===== config.mk =====
export PLATFORM = sky130hd
export DESIGN_NAME = stack_arithmetic_unit_core
export DESIGN_NICKNAME = d
export VERILOG_FILES = /design/src/hdl/sau_pkg.sv /design/src/hdl/sau_sequencer.sv /design/src/hdl/sau_divider.sv /design/src/hdl/sau_datapath.sv /design/src/hdl/stack_arithmetic_unit_core.sv
export SDC_FILE = /design/constraint.sdc
export NUM_CORES = 2
export LEC_CHECK = 0
export ABC_AREA = 1
export ABC_CLOCK_PERIOD_IN_PS = 7900
export CAP_MARGIN = 20
export CORE_MARGIN = 3
export CORE_UTILIZATION = 58
export CTS_CLUSTER_DIAMETER = 80
export DETAILED_ROUTE_END_ITERATION = 10
export DONT_BUFFER_PORTS = 1
export PLACE_DENSITY = 0.75
export SYNTH_ARGS = -nofsm -noshare
export SYNTH_HDL_FRONTEND = slang
export SYNTH_HIERARCHICAL = 1
export SYNTH_SLANG_ARGS = --single-unit

===== constraint.sdc =====
create_clock -name clk_i -period 7.9 [get_ports clk_i]
set_input_delay 0.79 -clock clk_i [delete_from_list [all_inputs] [get_ports clk_i]]
set_output_delay 0.79 -clock clk_i [all_outputs]
set_load 0.05 [all_outputs]

===== src/hdl/sau_pkg.sv =====
// ----------------------------------------------------------------------------
// sau_pkg
// Shared types, codes and microcode ROM for the stack arithmetic unit.
// ----------------------------------------------------------------------------
package sau_pkg;

  localparam int DataW  = 32;
  localparam int UpcW   = 4;
  localparam int ModeW  = 3;
  localparam int DepthW = 7;

  typedef enum logic [ModeW-1:0] {
    MODE_PUSH = 3'd0,
    MODE_ADD  = 3'd1,
    MODE_SUB  = 3'd2,
    MODE_DIV  = 3'd3,
    MODE_MUL  = 3'd4,
    MODE_MOD  = 3'd5
  } sau_mode_e;

  typedef enum logic [1:0] {
    ST_OK      = 2'd0,
    ST_SHORT   = 2'd1,
    ST_DIVZERO = 2'd2,
    ST_FULL    = 2'd3
  } sau_status_e;

  typedef enum logic [2:0] {
    C_JUMP,
    C_HOLD_IN,
    C_DECODE,
    C_OPSEL,
    C_HOLD_DIV,
    C_HOLD_OUT
  } sau_cond_e;

  // microcode addresses
  localparam logic [UpcW-1:0] U_FETCH    = 4'd0;
  localparam logic [UpcW-1:0] U_DECODE   = 4'd1;
  localparam logic [UpcW-1:0] U_PUSH     = 4'd2;
  localparam logic [UpcW-1:0] U_FULL     = 4'd3;
  localparam logic [UpcW-1:0] U_SHORT    = 4'd4;
  localparam logic [UpcW-1:0] U_READ     = 4'd5;
  localparam logic [UpcW-1:0] U_OPSEL    = 4'd6;
  localparam logic [UpcW-1:0] U_ARITH    = 4'd7;
  localparam logic [UpcW-1:0] U_DIVZ     = 4'd8;
  localparam logic [UpcW-1:0] U_DIVSTART = 4'd9;
  localparam logic [UpcW-1:0] U_DIVSTEP  = 4'd10;
  localparam logic [UpcW-1:0] U_DIVDONE  = 4'd11;
  localparam logic [UpcW-1:0] U_EMIT     = 4'd12;

  typedef struct packed {
    sau_cond_e       cond;
    logic [UpcW-1:0] target;
    logic            in_take;
    logic            push;
    logic            rd_second;
    logic            arith;
    logic            div_start;
    logic            div_done;
    logic            clear;
    logic            st_set;
    sau_status_e     st_code;
    logic            emit;
  } sau_ctrl_t;

  typedef struct packed {
    logic             in_valid;
    logic [ModeW-1:0] mode;
    logic             full;
    logic             too_short;
    logic             top_zero;
    logic             div_busy;
    logic             out_busy;
  } sau_flags_t;

  function automatic sau_ctrl_t sau_rom(input logic [UpcW-1:0] upc);
    sau_ctrl_t cw;
    cw = '0;
    cw.cond    = C_JUMP;
    cw.target  = U_FETCH;
    cw.st_code = ST_OK;
    unique case (upc)
      U_FETCH: begin
        cw.cond    = C_HOLD_IN;
        cw.target  = U_DECODE;
        cw.in_take = 1'b1;
      end
      U_DECODE: cw.cond = C_DECODE;
      U_PUSH: begin
        cw.push   = 1'b1;
        cw.target = U_EMIT;
      end
      U_FULL: begin
        cw.st_set  = 1'b1;
        cw.st_code = ST_FULL;
        cw.target  = U_EMIT;
      end
      U_SHORT: begin
        cw.clear   = 1'b1;
        cw.st_set  = 1'b1;
        cw.st_code = ST_SHORT;
        cw.target  = U_EMIT;
      end
      U_READ: begin
        cw.rd_second = 1'b1;
        cw.target    = U_OPSEL;
      end
      U_OPSEL: cw.cond = C_OPSEL;
      U_ARITH: begin
        cw.arith  = 1'b1;
        cw.target = U_EMIT;
      end
      U_DIVZ: begin
        cw.clear   = 1'b1;
        cw.st_set  = 1'b1;
        cw.st_code = ST_DIVZERO;
        cw.target  = U_EMIT;
      end
      U_DIVSTART: begin
        cw.div_start = 1'b1;
        cw.target    = U_DIVSTEP;
      end
      U_DIVSTEP: begin
        cw.cond   = C_HOLD_DIV;
        cw.target = U_DIVDONE;
      end
      U_DIVDONE: begin
        cw.div_done = 1'b1;
        cw.target   = U_EMIT;
      end
      U_EMIT: begin
        cw.cond   = C_HOLD_OUT;
        cw.emit   = 1'b1;
        cw.target = U_FETCH;
      end
      default: cw.target = U_FETCH;
    endcase
    return cw;
  endfunction

  function automatic logic [UpcW-1:0] sau_decode(input logic [ModeW-1:0] mode,
                                                 input logic full,
                                                 input logic too_short);
    logic [UpcW-1:0] nxt;
    unique case (mode)
      MODE_PUSH: nxt = full ? U_FULL : U_PUSH;
      MODE_ADD, MODE_SUB, MODE_DIV, MODE_MUL, MODE_MOD:
        nxt = too_short ? U_SHORT : U_READ;
      default:   nxt = U_EMIT;
    endcase
    return nxt;
  endfunction

  function automatic logic [UpcW-1:0] sau_opsel(input logic [ModeW-1:0] mode,
                                                input logic top_zero);
    logic [UpcW-1:0] nxt;
    unique case (mode)
      MODE_DIV, MODE_MOD: nxt = top_zero ? U_DIVZ : U_DIVSTART;
      default:            nxt = U_ARITH;
    endcase
    return nxt;
  endfunction

endpackage


===== src/hdl/sau_sequencer.sv =====
// ----------------------------------------------------------------------------
// sau_sequencer
// Micro-program counter and control ROM with conditional jumps.
// ----------------------------------------------------------------------------
module sau_sequencer (
  input  logic               clk_i,
  input  logic               rst_ni,
  input  sau_pkg::sau_flags_t flags_i,
  output sau_pkg::sau_ctrl_t  ctrl_o
);
  import sau_pkg::*;

  logic [UpcW-1:0] upc_q, upc_d;
  sau_ctrl_t       cw;

  assign cw     = sau_rom(upc_q);
  assign ctrl_o = cw;

  always_comb begin
    unique case (cw.cond)
      C_JUMP:     upc_d = cw.target;
      C_HOLD_IN:  upc_d = flags_i.in_valid ? cw.target : upc_q;
      C_DECODE:   upc_d = sau_decode(flags_i.mode, flags_i.full, flags_i.too_short);
      C_OPSEL:    upc_d = sau_opsel(flags_i.mode, flags_i.top_zero);
      C_HOLD_DIV: upc_d = flags_i.div_busy ? upc_q : cw.target;
      C_HOLD_OUT: upc_d = flags_i.out_busy ? upc_q : cw.target;
      default:    upc_d = U_FETCH;
    endcase
  end

  always_ff @(posedge clk_i or negedge rst_ni) begin
    if (!rst_ni) begin
      upc_q <= U_FETCH;
    end else begin
      upc_q <= upc_d;
    end
  end

endmodule


===== src/hdl/sau_divider.sv =====
// ----------------------------------------------------------------------------
// sau_divider
// Signed truncating divider, one restoring quotient bit per cycle.
// ----------------------------------------------------------------------------
module sau_divider (
  input  logic                            clk_i,
  input  logic                            rst_ni,
  input  logic                            start_i,
  input  logic signed [sau_pkg::DataW-1:0] dividend_i,
  input  logic signed [sau_pkg::DataW-1:0] divisor_i,
  output logic                            busy_o,
  output logic        [sau_pkg::DataW-1:0] quot_o,
  output logic        [sau_pkg::DataW-1:0] rem_o
);
  import sau_pkg::*;

  localparam int CntW = $clog2(DataW + 1);

  logic [CntW-1:0]  cnt_q, cnt_d;
  logic [DataW-1:0] quo_q, quo_d;
  logic [DataW-1:0] rem_q, rem_d;
  logic [DataW-1:0] dsr_q, dsr_d;
  logic             qneg_q, qneg_d;
  logic             rneg_q, rneg_d;
  logic [DataW:0]   trial;
  logic [DataW:0]   shifted;

  assign busy_o  = (cnt_q != '0);
  assign shifted = {rem_q, quo_q[DataW-1]};
  assign trial   = shifted - {1'b0, dsr_q};

  always_comb begin
    cnt_d  = cnt_q;
    quo_d  = quo_q;
    rem_d  = rem_q;
    dsr_d  = dsr_q;
    qneg_d = qneg_q;
    rneg_d = rneg_q;
    if (start_i) begin
      cnt_d  = CntW'(DataW);
      quo_d  = dividend_i[DataW-1] ? DataW'(-dividend_i) : dividend_i;
      dsr_d  = divisor_i[DataW-1] ? DataW'(-divisor_i) : divisor_i;
      rem_d  = '0;
      qneg_d = dividend_i[DataW-1] ^ divisor_i[DataW-1];
      rneg_d = dividend_i[DataW-1];
    end else if (busy_o) begin
      cnt_d = cnt_q - CntW'(1);
      if (!trial[DataW]) begin
        rem_d = trial[DataW-1:0];
        quo_d = {quo_q[DataW-2:0], 1'b1};
      end else begin
        rem_d = shifted[DataW-1:0];
        quo_d = {quo_q[DataW-2:0], 1'b0};
      end
    end
  end

  assign quot_o = qneg_q ? (~quo_q + DataW'(1)) : quo_q;
  assign rem_o  = rneg_q ? (~rem_q + DataW'(1)) : rem_q;

  always_ff @(posedge clk_i or negedge rst_ni) begin
    if (!rst_ni) begin
      cnt_q <= '0;
    end else begin
      cnt_q <= cnt_d;
    end
  end

  always_ff @(posedge clk_i) begin
    quo_q  <= quo_d;
    rem_q  <= rem_d;
    dsr_q  <= dsr_d;
    qneg_q <= qneg_d;
    rneg_q <= rneg_d;
  end

endmodule


===== src/hdl/sau_datapath.sv =====
// ----------------------------------------------------------------------------
// sau_datapath
// Stack memory, top-of-stack register, entry count, ALU and status.
// ----------------------------------------------------------------------------
module sau_datapath #(
  parameter int STACK_DEPTH = 64
) (
  input  logic                                clk_i,
  input  logic                                rst_ni,
  input  sau_pkg::sau_ctrl_t                  ctrl_i,
  input  logic                                in_accept_i,
  input  logic [sau_pkg::ModeW-1:0]           mode_i,
  input  logic signed [sau_pkg::DataW-1:0]    push_value_i,
  input  logic [sau_pkg::DataW-1:0]           quot_i,
  input  logic [sau_pkg::DataW-1:0]           rem_i,
  output logic [$clog2(STACK_DEPTH+1)-1:0]    count_o,
  output logic [sau_pkg::DataW-1:0]           top_o,
  output logic [sau_pkg::DataW-1:0]           second_o,
  output logic [sau_pkg::ModeW-1:0]           mode_o,
  output sau_pkg::sau_status_e                status_o,
  output logic                                full_o,
  output logic                                too_short_o
);
  import sau_pkg::*;

  localparam int CntW  = $clog2(STACK_DEPTH + 1);
  localparam int AddrW = (STACK_DEPTH > 1) ? $clog2(STACK_DEPTH) : 1;

  logic [DataW-1:0] mem [STACK_DEPTH];

  logic [CntW-1:0]  count_q, count_d;
  logic [DataW-1:0] top_q, top_d;
  logic [DataW-1:0] second_q;
  logic [DataW-1:0] value_q;
  logic [ModeW-1:0] mode_q;
  sau_status_e      status_q, status_d;
  logic [CntW-1:0]  cnt_m1, cnt_m2;
  logic [DataW-1:0] alu;

  assign cnt_m1 = count_q - CntW'(1);
  assign cnt_m2 = count_q - CntW'(2);

  always_comb begin
    unique case (mode_q)
      MODE_ADD: alu = second_q + top_q;
      MODE_SUB: alu = second_q - top_q;
      default:  alu = DataW'(second_q * top_q);
    endcase
  end

  always_comb begin
    count_d  = count_q;
    top_d    = top_q;
    status_d = status_q;
    if (in_accept_i) status_d = ST_OK;
    if (ctrl_i.st_set) status_d = ctrl_i.st_code;
    if (ctrl_i.clear) begin
      count_d = '0;
    end else if (ctrl_i.push) begin
      count_d = count_q + CntW'(1);
      top_d   = value_q;
    end else if (ctrl_i.arith) begin
      count_d = cnt_m1;
      top_d   = alu;
    end else if (ctrl_i.div_done) begin
      count_d = cnt_m1;
      top_d   = (mode_q == MODE_DIV) ? quot_i : rem_i;
    end
  end

  always_ff @(posedge clk_i or negedge rst_ni) begin
    if (!rst_ni) begin
      count_q  <= '0;
      status_q <= ST_OK;
    end else begin
      count_q  <= count_d;
      status_q <= status_d;
    end
  end

  always_ff @(posedge clk_i) begin
    top_q <= top_d;
    if (in_accept_i) begin
      mode_q  <= mode_i;
      value_q <= push_value_i;
    end
  end

  // entries below the top live in memory; the top stays in top_q
  always_ff @(posedge clk_i) begin
    if (ctrl_i.push && count_q != '0) begin
      mem[cnt_m1[AddrW-1:0]] <= top_q;
    end
    if (ctrl_i.rd_second) begin
      second_q <= mem[cnt_m2[AddrW-1:0]];
    end
  end

  assign count_o     = count_q;
  assign top_o       = top_q;
  assign second_o    = second_q;
  assign mode_o      = mode_q;
  assign status_o    = status_q;
  assign full_o      = (count_q == CntW'(STACK_DEPTH));
  assign too_short_o = (count_q < CntW'(2));

endmodule


===== src/hdl/stack_arithmetic_unit_core.sv =====
// ----------------------------------------------------------------------------
// stack_arithmetic_unit_core
// Stack machine arithmetic unit: push, add, sub, mul, div and mod.
// ----------------------------------------------------------------------------
// Input channel: in_valid_i / in_stall_o carry mode_i and push_value_i; one
// transaction per item. Output channel: out_valid_o / out_stall_i carry
// top_value_o, entry_depth_o and status_o; exactly one result transaction
// per input transaction, in order.
// A microcoded sequencer runs one item at a time. Push stores the value
// and full sets its status before emit; underflow clears the stack; add,
// sub and mul read the second entry and apply the ALU; div and mod wait on
// the one-bit-per-cycle divider, or clear the stack when the divisor is
// zero; unused modes go straight to emit. The input is taken again in the
// cycle after the result is loaded, so no new item enters before then.
// The result sits in an output register: a stalled receiver holds it while
// the next item is already being worked; a second result waits in the
// sequencer until the register frees up.
// Reset empties the stack and the output register; no clearing pass is run.
// ----------------------------------------------------------------------------
module stack_arithmetic_unit_core #(
  parameter int STACK_DEPTH = 64
) (
  input  logic                              clk_i,
  input  logic                              rst_ni,
  input  logic                              in_valid_i,
  output logic                              in_stall_o,
  input  logic [sau_pkg::ModeW-1:0]         mode_i,
  input  logic signed [sau_pkg::DataW-1:0]  push_value_i,
  output logic                              out_valid_o,
  input  logic                              out_stall_i,
  output logic signed [sau_pkg::DataW-1:0]  top_value_o,
  output logic [sau_pkg::DepthW-1:0]        entry_depth_o,
  output logic [1:0]                        status_o
);
  import sau_pkg::*;

  localparam int CntW = $clog2(STACK_DEPTH + 1);

  sau_ctrl_t        ctrl;
  sau_flags_t       flags;
  sau_status_e      status;
  logic [CntW-1:0]  count;
  logic [DataW-1:0] top, second, quot, rem;
  logic [ModeW-1:0] mode;
  logic             full, too_short, div_busy, in_accept, out_busy, load;

  logic             out_valid_q;
  logic [DataW-1:0] top_value_q;
  logic [DepthW-1:0] depth_q;
  logic [1:0]       status_q;

  assign in_stall_o = !ctrl.in_take;
  assign in_accept  = in_valid_i && ctrl.in_take;
  assign out_busy   = out_valid_q && out_stall_i;
  assign load       = ctrl.emit && !out_busy;

  assign flags.in_valid  = in_valid_i;
  assign flags.mode      = mode;
  assign flags.full      = full;
  assign flags.too_short = too_short;
  assign flags.top_zero  = (top == '0);
  assign flags.div_busy  = div_busy;
  assign flags.out_busy  = out_busy;

  sau_sequencer u_seq (
    .clk_i   (clk_i),
    .rst_ni  (rst_ni),
    .flags_i (flags),
    .ctrl_o  (ctrl)
  );

  sau_datapath #(
    .STACK_DEPTH (STACK_DEPTH)
  ) u_dp (
    .clk_i        (clk_i),
    .rst_ni       (rst_ni),
    .ctrl_i       (ctrl),
    .in_accept_i  (in_accept),
    .mode_i       (mode_i),
    .push_value_i (push_value_i),
    .quot_i       (quot),
    .rem_i        (rem),
    .count_o      (count),
    .top_o        (top),
    .second_o     (second),
    .mode_o       (mode),
    .status_o     (status),
    .full_o       (full),
    .too_short_o  (too_short)
  );

  sau_divider u_div (
    .clk_i      (clk_i),
    .rst_ni     (rst_ni),
    .start_i    (ctrl.div_start),
    .dividend_i (second),
    .divisor_i  (top),
    .busy_o     (div_busy),
    .quot_o     (quot),
    .rem_o      (rem)
  );

  always_ff @(posedge clk_i or negedge rst_ni) begin
    if (!rst_ni) begin
      out_valid_q <= 1'b0;
    end else if (load) begin
      out_valid_q <= 1'b1;
    end else if (!out_stall_i) begin
      out_valid_q <= 1'b0;
    end
  end

  always_ff @(posedge clk_i) begin
    if (load) begin
      top_value_q <= (count == '0) ? '0 : top;
      depth_q     <= DepthW'(count);
      status_q    <= status;
    end
  end

  assign out_valid_o   = out_valid_q;
  assign top_value_o   = top_value_q;
  assign entry_depth_o = depth_q;
  assign status_o      = status_q;

endmodule

==> results.md <==
* Status: finished, final reports clean
* Vias per std cell at 6.30
* CTS buffer count at 226
* First-pass GRT wire length at 533 mm
* Setup_tns at 0 ns
* Worst Max-Slew Pin Slew at 1.23 ns
* CTS clk-pin slew, worst paths at 0.07 ns
* Fin crit share at 95.5%
* Crit Path Category: reg -> reg
* 1st-pass router iterations at 7
* Root buffer cell: clkbuf_16
* Post-CTS setup repair buffer count at 0
* RSZ-0062 raised after global routing: no
* H-Tree Level Count at 4
* Cell Rows at 163
* Synth-to-Final Area Change at 10.2%
* Setup violators final at 0
* Residual DRC at 0
* DRT Wirelength at 366 mm
* DR vias at 86800
* Vias in the first global route at 82900
* Die ar. at 206000 sq um
* PortBufs at 0
* Antenna violations before repair at 15
* Maximum capacitance violations at 0
* Core Area at 198000 sq um
* Clock Skews at 0.0804 ns
* Max Freq at 0.133 GHz
* CTS Buffer Depth at 3
* Overflow after GRT at 0
* GP Congestion at 1.05
* Cells after Synth at 11000
* Share of cells above drive strength 1 at 7.56%
* Post-Syn Area per Cell at 10.6 sq um
* Overall Global Routing Usage at 35.1%
* Synth warn at 6
* GR peak layer: met2
* Post-layout min period at 7.54 ns
* Critical path startpoint category: flop
* Worst Hold Class: in -> reg
* Ports at 82
* Cell Area, Synth at 116000 sq um
* Crit path max fanout at 14
* Final #Nets at 11600
* Max-slew violation count at 0
* Final HPWL DP at 229 mm
* Iteration-0 DRC Markers at 13200
* M3 GR Usage at 9.36%
* Syn nets at 11600
* Clock sinks at 2306
* Critical path arrival at 8.15 ns
* CTS tree: yes
* Initial Util at 58.6%
* M2 GR Usage at 52.1%
* Worst Path Required at 8.51 ns
* Die width at 454 um
* Largest net degree at the start of global routing at 212
* Crit. End Element: flop
* GR Util met1 at 47.9%
* Normalized max-slew margin at 18.1%
* Clk_lat worst skew at 0.91 ns
* Final Hold Fails at 0
* Post-DRT Antenna Nets at 0
* Die H at 454 um
* Mean routed wirelength per cell at 26.5 um
[what timing repair did]
item,4_1_cts,5_1_grt
gates resized for setup,0,0
hold endpoints to repair,55,0
hold buffers,36,0
[sequential cells by signal, indices dropped and copies added (netlist names), 2 cells and up]
register / count
entry_depth_o: 7
status_o: 2
top_value_o: 32
u_div/cnt_q: 6
u_div/dsr_q: 32
u_div/quo_q: 32
u_div/rem_q: 32
u_dp/count_o: 7
u_dp/mem: 2048
u_dp/mode_o: 3
u_dp/second_o: 32
u_dp/status_o: 2
u_dp/top_o: 32
u_dp/value_q: 32
u_seq/upc_q: 4
[layout by cell type, fill, tap and decap left out, types with 105 or more instances in the layout]
cell type  count
a21oi_1      168
buf_4        288
clkbuf_16    227
edfxtp_1    2254
fa_1         410
ha_1         198
inv_1       1202
nand2_1     1391
nand3_1      234
nor2_1      1721
o21ai_0     1376
o21ai_1      105
o22ai_1      636
xor2_1       136
[area by class of cell]
type / instances / area [sq um]
Multi-Input combinational cell: 6835 / 40700
Clock buffer: 285 / 5950
Sequential cell: 2306 / 68800
Antenna cell: 13 / 32.5
Fill cell: 14800 / 70300
Clock inverter: 134 / 1680
Tap cell: 2640 / 3300
Timing Repair Buffer: 351 / 3010
Inverter: 1226 / 4630
[layer usage]
layer,routed length [um],share of wire [%],vias to the layer above
met1,133000,36,42200
met4,21100,5.8,6
met5,176,0.048,-
li1,-,-,37500
met2,161000,44,6137
met3,49900,14,1014
[per-stage QoR]
| step | instance area [sq um] | hold slack, ns | utilization, % | cells | worst slack, ns |
|---|---|---|---|---|---|
| global route | 128000 | 0.0628 | 64.6 | 13800 | 0.0489 |
| global placement | 120000 | 0.438 | 60.5 | 13300 | 0.548 |
| finish | 128000 | 0.0677 | 64.6 | 13800 | 0.355 |
| detailed placement | 120000 | 0.438 | 60.5 | 13300 | 0.513 |
| CTS | 128000 | 0.000687 | 64.6 | 13800 | 0.491 |
| floorplan | 116000 | 0.425 | - | 11000 | 0.186 |
[critical path, cell delays in order (launching register included)]
cell	delay (ns)
edfxtp_1	0.89
buf_4	0.25
nand2_1	0.08
fa_1	0.56
inv_1	0.05
fa_1	0.48
fa_1	0.52
fa_1	0.51
inv_1	0.05
fa_1	0.52
inv_1	0.05
fa_1	0.48
fa_1	0.54
fa_1	0.43
ha_1	0.45
inv_1	0.11
nor3_1	0.32
nand4_1	0.19
o221a_2	0.29
nand2_1	0.08
a21oi_1	0.06
o21ai_0	0.14
nand3_1	0.09
nand2_1	0.07
nand2_1	0.06
[worst paths after layout]
check                                  startpoint         endpoint  slack, ns  cells past startpoint
worst max-delay path            u_dp/second_o[17]   u_dp/top_o[30]       0.36                     24
worst min-delay path                  out_stall_i      out_valid_o       0.07                      2
worst max register to register  u_dp/second_o[17]   u_dp/top_o[30]       0.36                     24
worst min register to register   u_dp/status_o[1]      status_o[1]       0.45                      0
max in group asynchronous                  rst_ni  u_dp/count_o[1]       7.13                      2
min in group asynchronous                  rst_ni   u_div/cnt_q[0]       0.31                      1
Power is left out: the tool's default activity adds up to more than one toggle a clock period on the data nets, which glitch-free logic cannot reach.
